### src/hdl/assert_macros.svh
// assertion helpers, compiled out for synthesis
`ifndef ASSERT_MACROS_SVH
`define ASSERT_MACROS_SVH

`ifndef SYNTHESIS

`define NRMC_ASSERT(name, clk, rstn, prop) \
    name: assert property (@(posedge clk) disable iff (!(rstn)) (prop)) \
        else $error("assertion failed");

`define NRMC_NEVER(name, clk, rstn, cond) \
    name: assert property (@(posedge clk) disable iff (!(rstn)) !(cond)) \
        else $error("forbidden condition seen");

`else

`define NRMC_ASSERT(name, clk, rstn, prop)

`define NRMC_NEVER(name, clk, rstn, cond)

`endif

`endif

### src/hdl/nrmc_pkg.sv
package nrmc_pkg;

    localparam int SENTENCE_MAX = 128;
    localparam int FIELD_MAX    = 12;
    localparam int NUM_SLOTS    = 5;
    localparam int STORE_DEPTH  = NUM_SLOTS * FIELD_MAX;
    localparam int STORE_AW     = $clog2(STORE_DEPTH);
    localparam int LEN_W        = $clog2(FIELD_MAX + 1);
    localparam int SLOT_IW      = $clog2(NUM_SLOTS);
    localparam int SLOT_W       = $clog2(NUM_SLOTS + 1);
    localparam int POS_W        = 8;
    localparam int COMMA_W      = 3;

    localparam logic [7:0] CH_DOLLAR = 8'h24;
    localparam logic [7:0] CH_M      = 8'h4D;
    localparam logic [7:0] CH_C      = 8'h43;
    localparam logic [7:0] CH_LF     = 8'h0A;
    localparam logic [7:0] CH_A      = 8'h41;
    localparam logic [7:0] CH_V      = 8'h56;
    localparam logic [7:0] CH_COMMA  = 8'h2C;

    localparam logic [POS_W-1:0]   POS_HDR_M    = 8'd4;
    localparam logic [POS_W-1:0]   POS_HDR_C    = 8'd5;
    localparam logic [COMMA_W-1:0] COMMA_STATUS = 3'd2;
    localparam logic [COMMA_W-1:0] COMMA_FULL   = 3'd7;

    localparam logic [1:0] KIND_CHAR = 2'd0;
    localparam logic [1:0] KIND_END  = 2'd1;
    localparam logic [1:0] KIND_ERR  = 2'd2;

    typedef enum logic [2:0] {
        ST_IDLE,
        ST_SCAN,
        ST_LOAD,
        ST_END,
        ST_ERR
    } state_t;

    typedef struct packed {
        logic               hit;
        logic [SLOT_IW-1:0] slot;
    } slot_map_t;

    // field number after n commas -> store slot
    function automatic slot_map_t slot_of(input logic [COMMA_W-1:0] commas);
        slot_map_t m;
        m.hit  = 1'b1;
        m.slot = '0;
        case (commas)
            3'd1:    m.slot = SLOT_IW'(0);
            3'd3:    m.slot = SLOT_IW'(1);
            3'd4:    m.slot = SLOT_IW'(2);
            3'd5:    m.slot = SLOT_IW'(3);
            3'd6:    m.slot = SLOT_IW'(4);
            default: m.hit  = 1'b0;
        endcase
        return m;
    endfunction

    function automatic logic [STORE_AW-1:0] slot_base(input logic [SLOT_IW-1:0] slot);
        return STORE_AW'(int'(slot) * FIELD_MAX);
    endfunction

endpackage

### src/hdl/nrmc_ram.sv
module nrmc_ram #(
    parameter int WIDTH = 8,
    parameter int DEPTH = 64
) (
    input  logic                     clk,
    input  logic                     we,
    input  logic [$clog2(DEPTH)-1:0] waddr,
    input  logic [WIDTH-1:0]         wdata,
    input  logic                     re,
    input  logic [$clog2(DEPTH)-1:0] raddr,
    output logic [WIDTH-1:0]         rdata
);

    logic [WIDTH-1:0] mem [DEPTH];
    logic [WIDTH-1:0] rdata_reg;

    always_ff @(posedge clk) begin
        if (we) begin
            mem[waddr] <= wdata;
        end
        if (re) begin
            rdata_reg <= mem[raddr];
        end
    end

    assign rdata = rdata_reg;

endmodule

### src/hdl/nmea_rmc_field_extractor.sv
// NMEA RMC field extractor. Takes one received byte per beat on the s_ side
// and, on the line feed that closes an RMC sentence, sends out the characters
// of time, latitude, N/S, longitude and E/W (in that order), then an end beat
// that carries the fix flag and has tlast set; a sentence with fewer than seven commas
// gives a single error beat instead. Bytes are taken one per cycle while a
// sentence is being parsed. At line end the input stalls while the field
// store (a single-port-read RAM of 5 x 12 bytes) is replayed: each stored
// character is read from the RAM in ST_SCAN, then loaded into the output
// register in ST_LOAD; after each field the scan steps on to the next slot,
// and the end beat closes the run; output back-pressure extends the stall.
// The store needs no clearing after reset.
`include "assert_macros.svh"

module nmea_rmc_field_extractor (
    input  logic        aclk,
    input  logic        aresetn,
    input  logic        s_tvalid,
    output logic        s_tready,
    input  logic [7:0]  s_tdata,   // rx_byte
    output logic        m_tvalid,
    input  logic        m_tready,
    output logic [15:0] m_tdata,   // char_code [7:0], fix_valid [8], zero fill
    output logic [4:0]  m_tuser,   // item_kind [1:0], field_index [4:2]
    output logic        m_tlast
);

    nrmc_pkg::state_t state_reg, state_next;

    logic [nrmc_pkg::POS_W-1:0]   pos_reg, pos_next;
    logic                         in_sent_reg, in_sent_next;
    logic [1:0]                   hdr_reg, hdr_next;
    logic [nrmc_pkg::COMMA_W-1:0] comma_reg, comma_next;
    logic [nrmc_pkg::LEN_W-1:0]   len_reg [nrmc_pkg::NUM_SLOTS];
    logic [nrmc_pkg::LEN_W-1:0]   len_next [nrmc_pkg::NUM_SLOTS];
    logic [7:0]                   status_reg, status_next;
    logic                         fix_reg, fix_next;
    logic [nrmc_pkg::SLOT_W-1:0]  slot_reg, slot_next;
    logic [nrmc_pkg::LEN_W-1:0]   idx_reg, idx_next;

    logic       m_tvalid_reg, m_tvalid_next;
    logic [1:0] kind_reg, kind_next;
    logic [2:0] fidx_reg, fidx_next;
    logic [7:0] char_reg, char_next;
    logic       fixo_reg, fixo_next;
    logic       last_reg, last_next;

    logic                          in_acc;
    logic                          out_free;
    logic                          slot_done;
    logic [nrmc_pkg::SLOT_IW-1:0]  slot_i;
    logic [nrmc_pkg::LEN_W-1:0]    cur_len;
    logic                          line_end_rmc;
    nrmc_pkg::slot_map_t           wmap;

    logic                          ram_we;
    logic [nrmc_pkg::STORE_AW-1:0] ram_waddr;
    logic                          ram_re;
    logic [nrmc_pkg::STORE_AW-1:0] ram_raddr;
    logic [7:0]                    ram_rdata;

    nrmc_ram #(
        .WIDTH (8),
        .DEPTH (nrmc_pkg::STORE_DEPTH)
    ) u_store (
        .clk   (aclk),
        .we    (ram_we),
        .waddr (ram_waddr),
        .wdata (s_tdata),
        .re    (ram_re),
        .raddr (ram_raddr),
        .rdata (ram_rdata)
    );

    assign s_tready  = (state_reg == nrmc_pkg::ST_IDLE);
    assign in_acc    = s_tvalid && s_tready;
    assign out_free  = !m_tvalid_reg || m_tready;
    assign slot_done = (slot_reg == nrmc_pkg::SLOT_W'(nrmc_pkg::NUM_SLOTS));
    assign slot_i    = slot_reg[nrmc_pkg::SLOT_IW-1:0];
    assign cur_len   = slot_done ? '0 : len_reg[slot_i];
    assign wmap      = nrmc_pkg::slot_of(comma_reg);

    assign line_end_rmc = in_acc && (s_tdata == nrmc_pkg::CH_LF) && in_sent_reg
                          && (hdr_reg == 2'b11);

    // next state
    always_comb begin
        state_next = state_reg;
        case (state_reg)
            nrmc_pkg::ST_IDLE: begin
                if (line_end_rmc) begin
                    state_next = (comma_reg == nrmc_pkg::COMMA_FULL) ? nrmc_pkg::ST_SCAN
                                                                    : nrmc_pkg::ST_ERR;
                end
            end
            nrmc_pkg::ST_SCAN: begin
                if (slot_done) begin
                    state_next = nrmc_pkg::ST_END;
                end else if (idx_reg < cur_len) begin
                    state_next = nrmc_pkg::ST_LOAD;
                end
            end
            nrmc_pkg::ST_LOAD: begin
                if (out_free) state_next = nrmc_pkg::ST_SCAN;
            end
            nrmc_pkg::ST_END, nrmc_pkg::ST_ERR: begin
                if (out_free) state_next = nrmc_pkg::ST_IDLE;
            end
            default: state_next = nrmc_pkg::ST_IDLE;
        endcase
    end

    // datapath, store access and output register
    always_comb begin
        pos_next      = pos_reg;
        in_sent_next  = in_sent_reg;
        hdr_next      = hdr_reg;
        comma_next    = comma_reg;
        len_next      = len_reg;
        status_next   = status_reg;
        fix_next      = fix_reg;
        slot_next     = slot_reg;
        idx_next      = idx_reg;
        m_tvalid_next = m_tvalid_reg && !m_tready;
        kind_next     = kind_reg;
        fidx_next     = fidx_reg;
        char_next     = char_reg;
        fixo_next     = fixo_reg;
        last_next     = last_reg;
        ram_we        = 1'b0;
        ram_waddr     = nrmc_pkg::slot_base(wmap.slot) + nrmc_pkg::STORE_AW'(len_reg[wmap.slot]);
        ram_re        = 1'b0;
        ram_raddr     = nrmc_pkg::slot_base(slot_i) + nrmc_pkg::STORE_AW'(idx_reg);

        case (state_reg)
            nrmc_pkg::ST_IDLE: begin
                if (in_acc) begin
                    if (s_tdata == nrmc_pkg::CH_DOLLAR) begin
                        pos_next     = nrmc_pkg::POS_W'(1);
                        in_sent_next = 1'b1;
                        hdr_next     = 2'b00;
                        comma_next   = '0;
                        status_next  = '0;
                        for (int i = 0; i < nrmc_pkg::NUM_SLOTS; i++) begin
                            len_next[i] = '0;
                        end
                    end else if (in_sent_reg) begin
                        if (s_tdata == nrmc_pkg::CH_LF) begin
                            in_sent_next = 1'b0;
                            if (hdr_reg == 2'b11 && comma_reg == nrmc_pkg::COMMA_FULL) begin
                                if (status_reg == nrmc_pkg::CH_A) begin
                                    fix_next = 1'b1;
                                end else if (status_reg == nrmc_pkg::CH_V) begin
                                    fix_next = 1'b0;
                                end
                                slot_next = '0;
                                idx_next  = '0;
                            end
                        end else if (pos_reg < nrmc_pkg::POS_W'(nrmc_pkg::SENTENCE_MAX)) begin
                            if (pos_reg == nrmc_pkg::POS_HDR_M && s_tdata == nrmc_pkg::CH_M) begin
                                hdr_next[0] = 1'b1;
                            end
                            if (pos_reg == nrmc_pkg::POS_HDR_C && s_tdata == nrmc_pkg::CH_C) begin
                                hdr_next[1] = 1'b1;
                            end
                            pos_next = pos_reg + 1'b1;
                            if (s_tdata == nrmc_pkg::CH_COMMA) begin
                                if (comma_reg != nrmc_pkg::COMMA_FULL) begin
                                    comma_next = comma_reg + 1'b1;
                                end
                            end else if (comma_reg == nrmc_pkg::COMMA_STATUS) begin
                                // only the first status character counts
                                if (status_reg == 8'd0) status_next = s_tdata;
                            end else if (wmap.hit && len_reg[wmap.slot]
                                         < nrmc_pkg::LEN_W'(nrmc_pkg::FIELD_MAX)) begin
                                ram_we = 1'b1;
                                len_next[wmap.slot] = len_reg[wmap.slot] + 1'b1;
                            end
                        end
                    end
                end
            end
            nrmc_pkg::ST_SCAN: begin
                if (!slot_done) begin
                    if (idx_reg < cur_len) begin
                        ram_re = 1'b1;
                    end else begin
                        slot_next = slot_reg + 1'b1;
                        idx_next  = '0;
                    end
                end
            end
            nrmc_pkg::ST_LOAD: begin
                if (out_free) begin
                    m_tvalid_next = 1'b1;
                    kind_next     = nrmc_pkg::KIND_CHAR;
                    fidx_next     = 3'(slot_reg);
                    char_next     = ram_rdata;
                    fixo_next     = fix_reg;
                    last_next     = 1'b0;
                    idx_next      = idx_reg + 1'b1;
                end
            end
            nrmc_pkg::ST_END, nrmc_pkg::ST_ERR: begin
                if (out_free) begin
                    m_tvalid_next = 1'b1;
                    kind_next     = (state_reg == nrmc_pkg::ST_END) ? nrmc_pkg::KIND_END
                                                                    : nrmc_pkg::KIND_ERR;
                    fidx_next     = 3'd0;
                    char_next     = 8'd0;
                    fixo_next     = fix_reg;
                    last_next     = 1'b1;
                end
            end
            default: begin
            end
        endcase
    end

    always_ff @(posedge aclk) begin
        if (!aresetn) begin
            state_reg    <= nrmc_pkg::ST_IDLE;
            pos_reg      <= '0;
            in_sent_reg  <= 1'b0;
            hdr_reg      <= 2'b00;
            comma_reg    <= '0;
            status_reg   <= '0;
            fix_reg      <= 1'b0;
            slot_reg     <= '0;
            idx_reg      <= '0;
            m_tvalid_reg <= 1'b0;
            for (int i = 0; i < nrmc_pkg::NUM_SLOTS; i++) begin
                len_reg[i] <= '0;
            end
        end else begin
            state_reg    <= state_next;
            pos_reg      <= pos_next;
            in_sent_reg  <= in_sent_next;
            hdr_reg      <= hdr_next;
            comma_reg    <= comma_next;
            status_reg   <= status_next;
            fix_reg      <= fix_next;
            slot_reg     <= slot_next;
            idx_reg      <= idx_next;
            m_tvalid_reg <= m_tvalid_next;
            len_reg      <= len_next;
        end
    end

    always_ff @(posedge aclk) begin
        kind_reg <= kind_next;
        fidx_reg <= fidx_next;
        char_reg <= char_next;
        fixo_reg <= fixo_next;
        last_reg <= last_next;
    end

    assign m_tvalid = m_tvalid_reg;
    assign m_tdata  = {7'd0, fixo_reg, char_reg};
    assign m_tuser  = {fidx_reg, kind_reg};
    assign m_tlast  = last_reg;

    // the store is only written while parsing, never during replay
    `NRMC_NEVER(a_no_write_in_replay, aclk, aresetn,
                ram_we && state_reg != nrmc_pkg::ST_IDLE)
    // ST_LOAD is entered only right after a store read was issued
    `NRMC_ASSERT(a_load_after_read, aclk, aresetn,
                 (state_reg == nrmc_pkg::ST_SCAN && state_next == nrmc_pkg::ST_LOAD)
                 |=> (state_reg == nrmc_pkg::ST_LOAD && $past(ram_re)))
    // replay index never runs past the captured length
    `NRMC_ASSERT(a_idx_in_range, aclk, aresetn,
                 (state_reg == nrmc_pkg::ST_SCAN && !slot_done) |-> (idx_reg <= cur_len))
    // only end and error beats close a run
    `NRMC_ASSERT(a_last_kind, aclk, aresetn,
                 (m_tvalid_reg && last_reg) |-> (kind_reg != nrmc_pkg::KIND_CHAR))
    // a new output beat never overwrites one still waiting
    `NRMC_ASSERT(a_no_overwrite, aclk, aresetn,
                 (m_tvalid_reg && !m_tready) |=> $stable(char_reg) && $stable(kind_reg))

endmodule

### config.mk
export PLATFORM = sky130hd
export DESIGN_NAME = nmea_rmc_field_extractor
export DESIGN_NICKNAME = d
export VERILOG_FILES = /design/src/hdl/nrmc_pkg.sv /design/src/hdl/nrmc_ram.sv /design/src/hdl/nmea_rmc_field_extractor.sv
export VERILOG_INCLUDE_DIRS = /design/src /design/src/hdl
export SDC_FILE = /design/constraint.sdc
export NUM_CORES = 1
export LEC_CHECK = 0
export BUFFER_PORTS_ARGS = -buffer_cell sky130_fd_sc_hd__buf_4
export CELL_PAD_IN_SITES_DETAIL_PLACEMENT = 1
export CELL_PAD_IN_SITES_GLOBAL_PLACEMENT = 2
export CORE_AREA = 4 4 216 218
export CTS_CLUSTER_DIAMETER = 80
export DETAILED_ROUTE_END_ITERATION = 7
export DIE_AREA = 0 0 220 222
export HOLD_SLACK_MARGIN = 0.06
export PLACE_DENSITY_LB_ADDON = 0.12
export SETUP_SLACK_MARGIN = 0.5
export SLEW_MARGIN = 40
export SYNTH_ARGS = -nofsm -noshare
export SYNTH_HDL_FRONTEND = slang
export SYNTH_SLANG_ARGS = --single-unit
export TNS_END_PERCENT = 100
### constraint.sdc
create_clock -name aclk -period 10.6 [get_ports aclk]
set_input_delay 0.53 -clock aclk [delete_from_list [all_inputs] [get_ports aclk]]
set_output_delay 0.53 -clock aclk [all_outputs]
set_load 0.01 [all_outputs]
==> results_dict.tcl, run 1 <==
set metrics [dict create \
    first_iter_violations 1058 \
    cp_slowest_stage_delay_ns 0.71 \
    slew_viol_final 0 \
    track_usage_pct 24.2 \
    place_area_um2 24300 \
    drv_cap 0 \
    dp_hpwl_mm 36.7 \
    cp-start-kind "register" \
    clockBufferDepth 3 \
    crit_required_ns 10.83 \
    totalWireLength_mm 57.5 \
    fin_skew_ns 0.0189 \
    io_pins 36 \
    grt_pass1_vias 13085 \
    overflow 0 \
    cp-end-kind "register" \
    synthArstFlopShare_pct 0 \
    postCtsSetupBuffers 0 \
    yosysWarnings 0 \
    synth_edf_count 503 \
    fin_crit_ns 4.72 \
    cts_resized 0 \
    netlist_instances 1294 \
    initial_core_util_pct 51.5 \
    max_slew_margin_pct 43.3 \
    numCtsBuffers 55 \
    fin_nets 1379 \
    syn-cell-area_um2 23100 \
    rsz0062_at_grt "false" \
    cpMaxStageDelayCell "nor3_2" \
    htree_levels 2 \
    largest_register_ffs 480 \
    hp-class "in -> reg" \
    core-area_um2 44900 \
    clkTransAtPathRegs_ns 0.07 \
    critical_path_class "reg -> reg" \
    ys_ff_latch 557 \
    fmax_ghz 0.212 \
    diodes 0 \
    hold_viol 0 \
    row_count 78 \
    synth_ff_type "edfxtp_1" \
    ant_nets 0 \
    p_leak_nw 8.12 \
    ys_seq_area_share_pct 70.0 \
    vias 12406 \
    drt_pass1_iterations 5 \
    setup_tns_ns 0 \
    wire_per_inst_um 29.0 \
    clock_latency_ns 0.60 \
    io_buffers 28 \
    peakVddDrop_mv 0.121 \
    synth_area_per_cell_um2 17.9 \
    die_x_um 220 \
    cts_root_buffer "clkbuf_16" \
    drive_above_1_share_pct 24.8 \
    cts-hold-fix-buffers 0 \
    grt_pass1_wl_mm 87.4 \
    finalSetupViolations 0 \
    cts.sinks 557 \
    via_per_inst 6.26 \
    cp.arrival_ns 4.95 \
    antenna_found_initial 0 \
    grt_max_degree 90 \
    design_area_um2 26100 \
    drc 0 \
    die_area_um2 48800 \
    area.growth.synth_to_final_pct 12.8 \
    yosysUniqueCellTypes 72 \
    gp_congestion 0.860 \
    crit_chain "inv_1 -> ha_1 -> mux2i_1 -> a211oi_1 -> a211o_1 -> ha_1 -> fa_1 -> xor2_1 -> nand2b_1 -> nand2b_1 -> nor3_2" \
    period_share_pct 44.5 \
    status "finished clean" \
    cellPowerDensity_nw_per_um2 167 \
    die-height_um 222 \
    critPathMaxFanout 9 \
    cts_tree "done" \
    worstMarginPinSlew_ns 0.850 \
]
report_power, final:
part	internal (W)	switching, W
registers	0.00239	0.0000000280
clock network	0.00112	0.000804
logic	0.00000463	0.0000437
total	0.00351	0.000847
per-layer routing:
| metal | global-route usage (%) | part of all wire, % | wire length, um |
|---|---|---|---|
| met1 | 34.0 | 41 | 23700 |
| met2 | 39.5 | 50 | 28800 |
| met3 | 4.40 | 5.9 | 3370 |
| met4 | 6.52 | 2.8 | 1610 |
| met5 | 0 | 0 | 0 |
final cells by class:
class | count | area [um2]
Fill cell | 3982 | 18800
Sequential cell | 557 | 16200
Multi-Input combinational cell | 640 | 6780
Clock buffer | 64 | 1420
Tap cell | 600 | 751
Timing Repair Buffer | 66 | 512
Clock inverter | 34 | 338
Inverter | 21 | 78.8
synth_stat cells (4+ instances only):
| cell type | n | area [um2] |
|---|---|---|
| a211oi_1 | 21 | 158 |
| a21oi_1 | 24 | 120 |
| a22o_1 | 10 | 87.6 |
| a22oi_1 | 19 | 143 |
| a2bb2oi_1 | 5 | 43.8 |
| a31oi_1 | 16 | 100 |
| and2_1 | 22 | 138 |
| and3_1 | 13 | 81.3 |
| buf_1 | 4 | 15.0 |
| buf_2 | 21 | 105 |
| buf_4 | 13 | 97.6 |
| clkbuf_1 | 43 | 161 |
| dfxtp_1 | 54 | 1080 |
| edfxtp_1 | 503 | 15100 |
| fa_1 | 4 | 80.1 |
| ha_1 | 22 | 275 |
| inv_1 | 20 | 75.1 |
| mux2i_1 | 20 | 200 |
| mux4_2 | 139 | 3130 |
| nand2_1 | 45 | 169 |
| nand2b_1 | 13 | 81.3 |
| nand3_1 | 10 | 50.1 |
| nand3b_1 | 4 | 30.0 |
| nand4_1 | 10 | 62.6 |
| nor2_1 | 41 | 154 |
| nor2b_1 | 14 | 87.6 |
| nor3_1 | 44 | 220 |
| nor4_1 | 33 | 206 |
| o211ai_1 | 6 | 45.0 |
| o21ai_0 | 17 | 85.1 |
| o22ai_1 | 6 | 37.5 |
| o2bb2ai_1 | 5 | 43.8 |
| o31ai_1 | 4 | 30.0 |
| xnor2_1 | 5 | 43.8 |
| xor2_1 | 8 | 70.1 |
logic make-up after synthesis:
group / count (synthesis) / share of synthesized area (%)
mux: 161 / 14.5
buf+inv: 103 / 2.03
fa+ha+maj: 26 / 1.54
xor+xnor: 13 / 0.493
compound gates: 157 / 4.81
flops: 557 / 70.0
simple gates: 276 / 6.58
other cells: 1 / 0.0162
through the flow:
| step | total power [W] | setup slack, ns | instances | utilization [%] | hold WS (ns) |
|---|---|---|---|---|---|
| after floorplan | 0.00245 | 6.63 | 1300 | - | 0.425 |
| after global placement | 0.00248 | 6.02 | 1884 | 53.7 | 0.442 |
| after detailed placement | 0.00249 | 5.88 | 1884 | 54.1 | 0.452 |
| after CTS | 0.00440 | 5.84 | 1982 | 58.1 | 0.273 |
| after global routing | 0.00451 | 5.55 | 1982 | 58.1 | 0.291 |
| final | 0.00436 | 5.88 | 1982 | 58.1 | 0.307 |
layout by cell type (no fill, tap or decap), drive strengths merged, types with 17 or more instances in the layout:
| master | instances |
|---|---|
| a21oi | 24 |
| o21ai | 19 |
| inv | 21 |
| and2 | 23 |
| a31oi | 17 |
| nand2 | 46 |
| nor2 | 42 |
| clkinv | 26 |
| edfxtp | 503 |
| clkbuf | 64 |
| dfxtp | 54 |
| buf | 66 |
| a22oi | 19 |
| a211oi | 21 |
| mux4 | 139 |
| nor3 | 45 |
| mux2i | 20 |
| nor4 | 33 |
| ha | 22 |
worst max-delay path: cells and delay by family, from the launching register on:
| kind | cells | cell delay, ns |
|---|---|---|
| compound gates | 2 | 0.45 |
| xor+xnor | 1 | 0.29 |
| fa+ha+maj | 3 | 1.14 |
| buf+inv | 1 | 0.12 |
| flops | 1 | 0.36 |
| mux | 1 | 0.28 |
| simple gates | 3 | 1.69 |
worst paths after layout:
kind / from / to / slack [ns] / cells after the start
worst max-delay path: comma_reg[0] / u_store.mem[49][0] / 5.88 / 11
worst min-delay path: aresetn / slot_i[1] / 0.31 / 3
worst max register to register: comma_reg[0] / u_store.mem[49][0] / 5.88 / 11
worst min register to register: status_reg[5] / status_reg[5] / 0.46 / 2
Note: power is estimated with default switching activity, not from simulation.
==> inputs of run 2 (changes only) <==
- CORE_AREA: 4 4 216 218 -> 4 4 223 225
- DIE_AREA: 0 0 220 222 -> 0 0 227 229
- clock period: 10.6 -> 4.8 ns (I/O delays scaled with it)
==> run 2 against run 1 <==
Net effect:
- wire length shrank 0.69%
- maximum frequency grew 17%
- sequential share of layout area shrank 0.73 points
- via count grew 0.20%
- combinational power grew 120%
- die area grew 6.4%
- utilization shrank 2.6 points
- critical path depth grew 1
- clock power grew 130%
- flip-flop and latch count is the same
- largest cell class unchanged
==> results_dict.tcl, run 2 (synthesis results as in run 1) <==
set metrics [dict create \
    peakVddDrop_mv 0.306 \
    cellPowerDensity_nw_per_um2 370 \
    cts_tree "done" \
    ant_nets 0 \
    grt_max_degree 68 \
    area.growth.synth_to_final_pct 14.1 \
    die-height_um 229 \
    largest_register_ffs 480 \
    mostFrequentLayoutCell "edfxtp_1" \
    crit_chain "inv_1 -> ha_2 -> mux2i_1 -> a211oi_1 -> a211o_1 -> ha_1 -> fa_1 -> xor2_1 -> nand2b_1 -> nand2b_2 -> nor3_1 -> buf_4" \
    status "finished clean" \
    p_leak_nw 8.36 \
    worstMarginPinSlew_ns 0.839 \
    die_x_um 227 \
    cp-start-kind "register" \
    rsz0062_at_grt "false" \
    worst_r2r_path_depth 12 \
    whs_ns 0.143 \
    totalWireLength_mm 57.1 \
    cp-end-kind "register" \
    reg2reg_slack_ns 0.77 \
    clkTransAtPathRegs_ns 0.06 \
    finalSetupViolations 0 \
    row_count 80 \
    drive_above_1_share_pct 25.7 \
    die_area_um2 52000 \
    hp-class "in -> reg" \
    cpMaxStageDelayCell "fa_1" \
    fin_skew_ns 0.0140 \
    via_per_inst 6.07 \
    timing.rr.start "comma_reg[0]" \
    cts_root_buffer "clkbuf_16" \
    final_util_pct 55.5 \
    hold_start "s_tdata[3]" \
    max_slew_margin_pct 43.9 \
    htree_levels 2 \
    fmax_ghz 0.248 \
    io_pins 36 \
    place_area_um2 24500 \
    clock_latency_ns 0.62 \
    worstHoldEndpoint "u_store.mem[40][3]" \
    power_w 0.00977 \
    period_share_pct 83.9 \
    grt_pass1_vias 13203 \
    track_usage_pct 22.3 \
    grt_pass1_wl_mm 86.1 \
    drt_pass1_iterations 5 \
    antenna_found_initial 0 \
    hold_viol 0 \
    fin_crit_ns 4.03 \
    core-area_um2 47500 \
    cp.arrival_ns 4.34 \
    whs_path_depth 1 \
    drc 0 \
    setup_tns_ns 0 \
    diodes 0 \
    dp_hpwl_mm 36.1 \
    vias 12431 \
    design_area_um2 26400 \
    final_cell_mix "503 x edfxtp_1, 139 x mux4_2, 103 x buf_4, 57 x clkbuf_16, 52 x dfxtp_1" \
    crit_required_ns 5.12 \
    drv_cap 0 \
    clockBufferDepth 3 \
    worst_r2r_endpoint "u_store.mem[48][3]" \
    critical_path_class "reg -> reg" \
    critPathMaxFanout 9 \
    gp_congestion 0.799 \
    overflow 0 \
    wire_per_inst_um 27.9 \
    first_iter_violations 1071 \
    cts.sinks 557 \
    cp_slowest_stage_delay_ns 0.48 \
    critPathLaunch "comma_reg[0]" \
    numCtsBuffers 57 \
    fin_nets 1426 \
    initial_core_util_pct 48.6 \
    io_buffers 28 \
    slew_viol_final 0 \
]
run 2: cell types whose count changed in the layout (fill, tap and decap cells not counted), moves of 2 or more:
cell	before	now
buf_12	1	4
buf_4	64	103
clkbuf_16	55	57
clkinv_1	15	11
clkinv_2	10	12
clkinv_4	1	4
dlygate4sd3_1	0	3
inv_6	1	3
nor3_1	16	44
nor3_2	28	0
nor4_2	0	7
nor4_4	7	0
run 2: cell type report:
| cell class | count | area [um2] |
|---|---|---|
| Clock buffer | 66 | 1460 |
| Clock inverter | 39 | 400 |
| Inverter | 21 | 78.8 |
| Fill cell | 4229 | 21200 |
| Timing Repair Buffer | 111 | 895 |
| Multi-Input combinational cell | 640 | 6590 |
| Tap cell | 615 | 769 |
| Sequential cell | 557 | 16200 |
run 2: timing repair:
action	CTS	global route
setup endpoints to repair	0	141
hold buffers	3	0
buffers inserted	0	0
resized for setup	0	4
hold endpoints to repair	8	0
run 2: worst max-delay path: cells and delay by family, from the launching register on:
kind	cells	cell delay [ns]
muxes	1	0.26
DFF	1	0.34
buffers and inverters	2	0.34
AOI/OAI and AO/OA	2	0.45
xor gates and xnor gates	1	0.28
and+or+nand+nor	3	1.00
adders and majority gates	3	1.05
run 2: worst max-delay path by stage:
stage | endpoint | cells after the start
global route | u_store.mem[44][7] | 10
detailed placement | u_store.mem[48][3] | 12
global placement | u_store.mem[2][3] | 13
floorplan | u_store.mem[42][0] | 12
finish | u_store.mem[48][3] | 12
CTS | u_store.mem[48][3] | 12
run 2: per-stage QoR:
stage               std cells  setup WS [ns]
finish                   2049          0.775
global route             2049          0.541
CTS                      2049          0.591
detailed placement       1941          0.631
global placement         1940          0.746
floorplan                1300          0.832
run 2: power by group:
group / internal, W / switching [W] / leakage (nW) / total, W
Clock: 0.00252 / 0.00187 / 0.909 / 0.00439
Combinational: 0.0000124 / 0.0000951 / 2.50 / 0.000107
Sequential: 0.00527 / 0.0000000608 / 4.95 / 0.00527
run 2: layer usage:
| metal | global-route usage [%] | share of wire (%) |
|---|---|---|
| met5 | 0 | 0 |
| met4 | 5.65 | 2.4 |
| met3 | 3.69 | 4.8 |
| met2 | 37.0 | 50 |
| met1 | 31.2 | 43 |
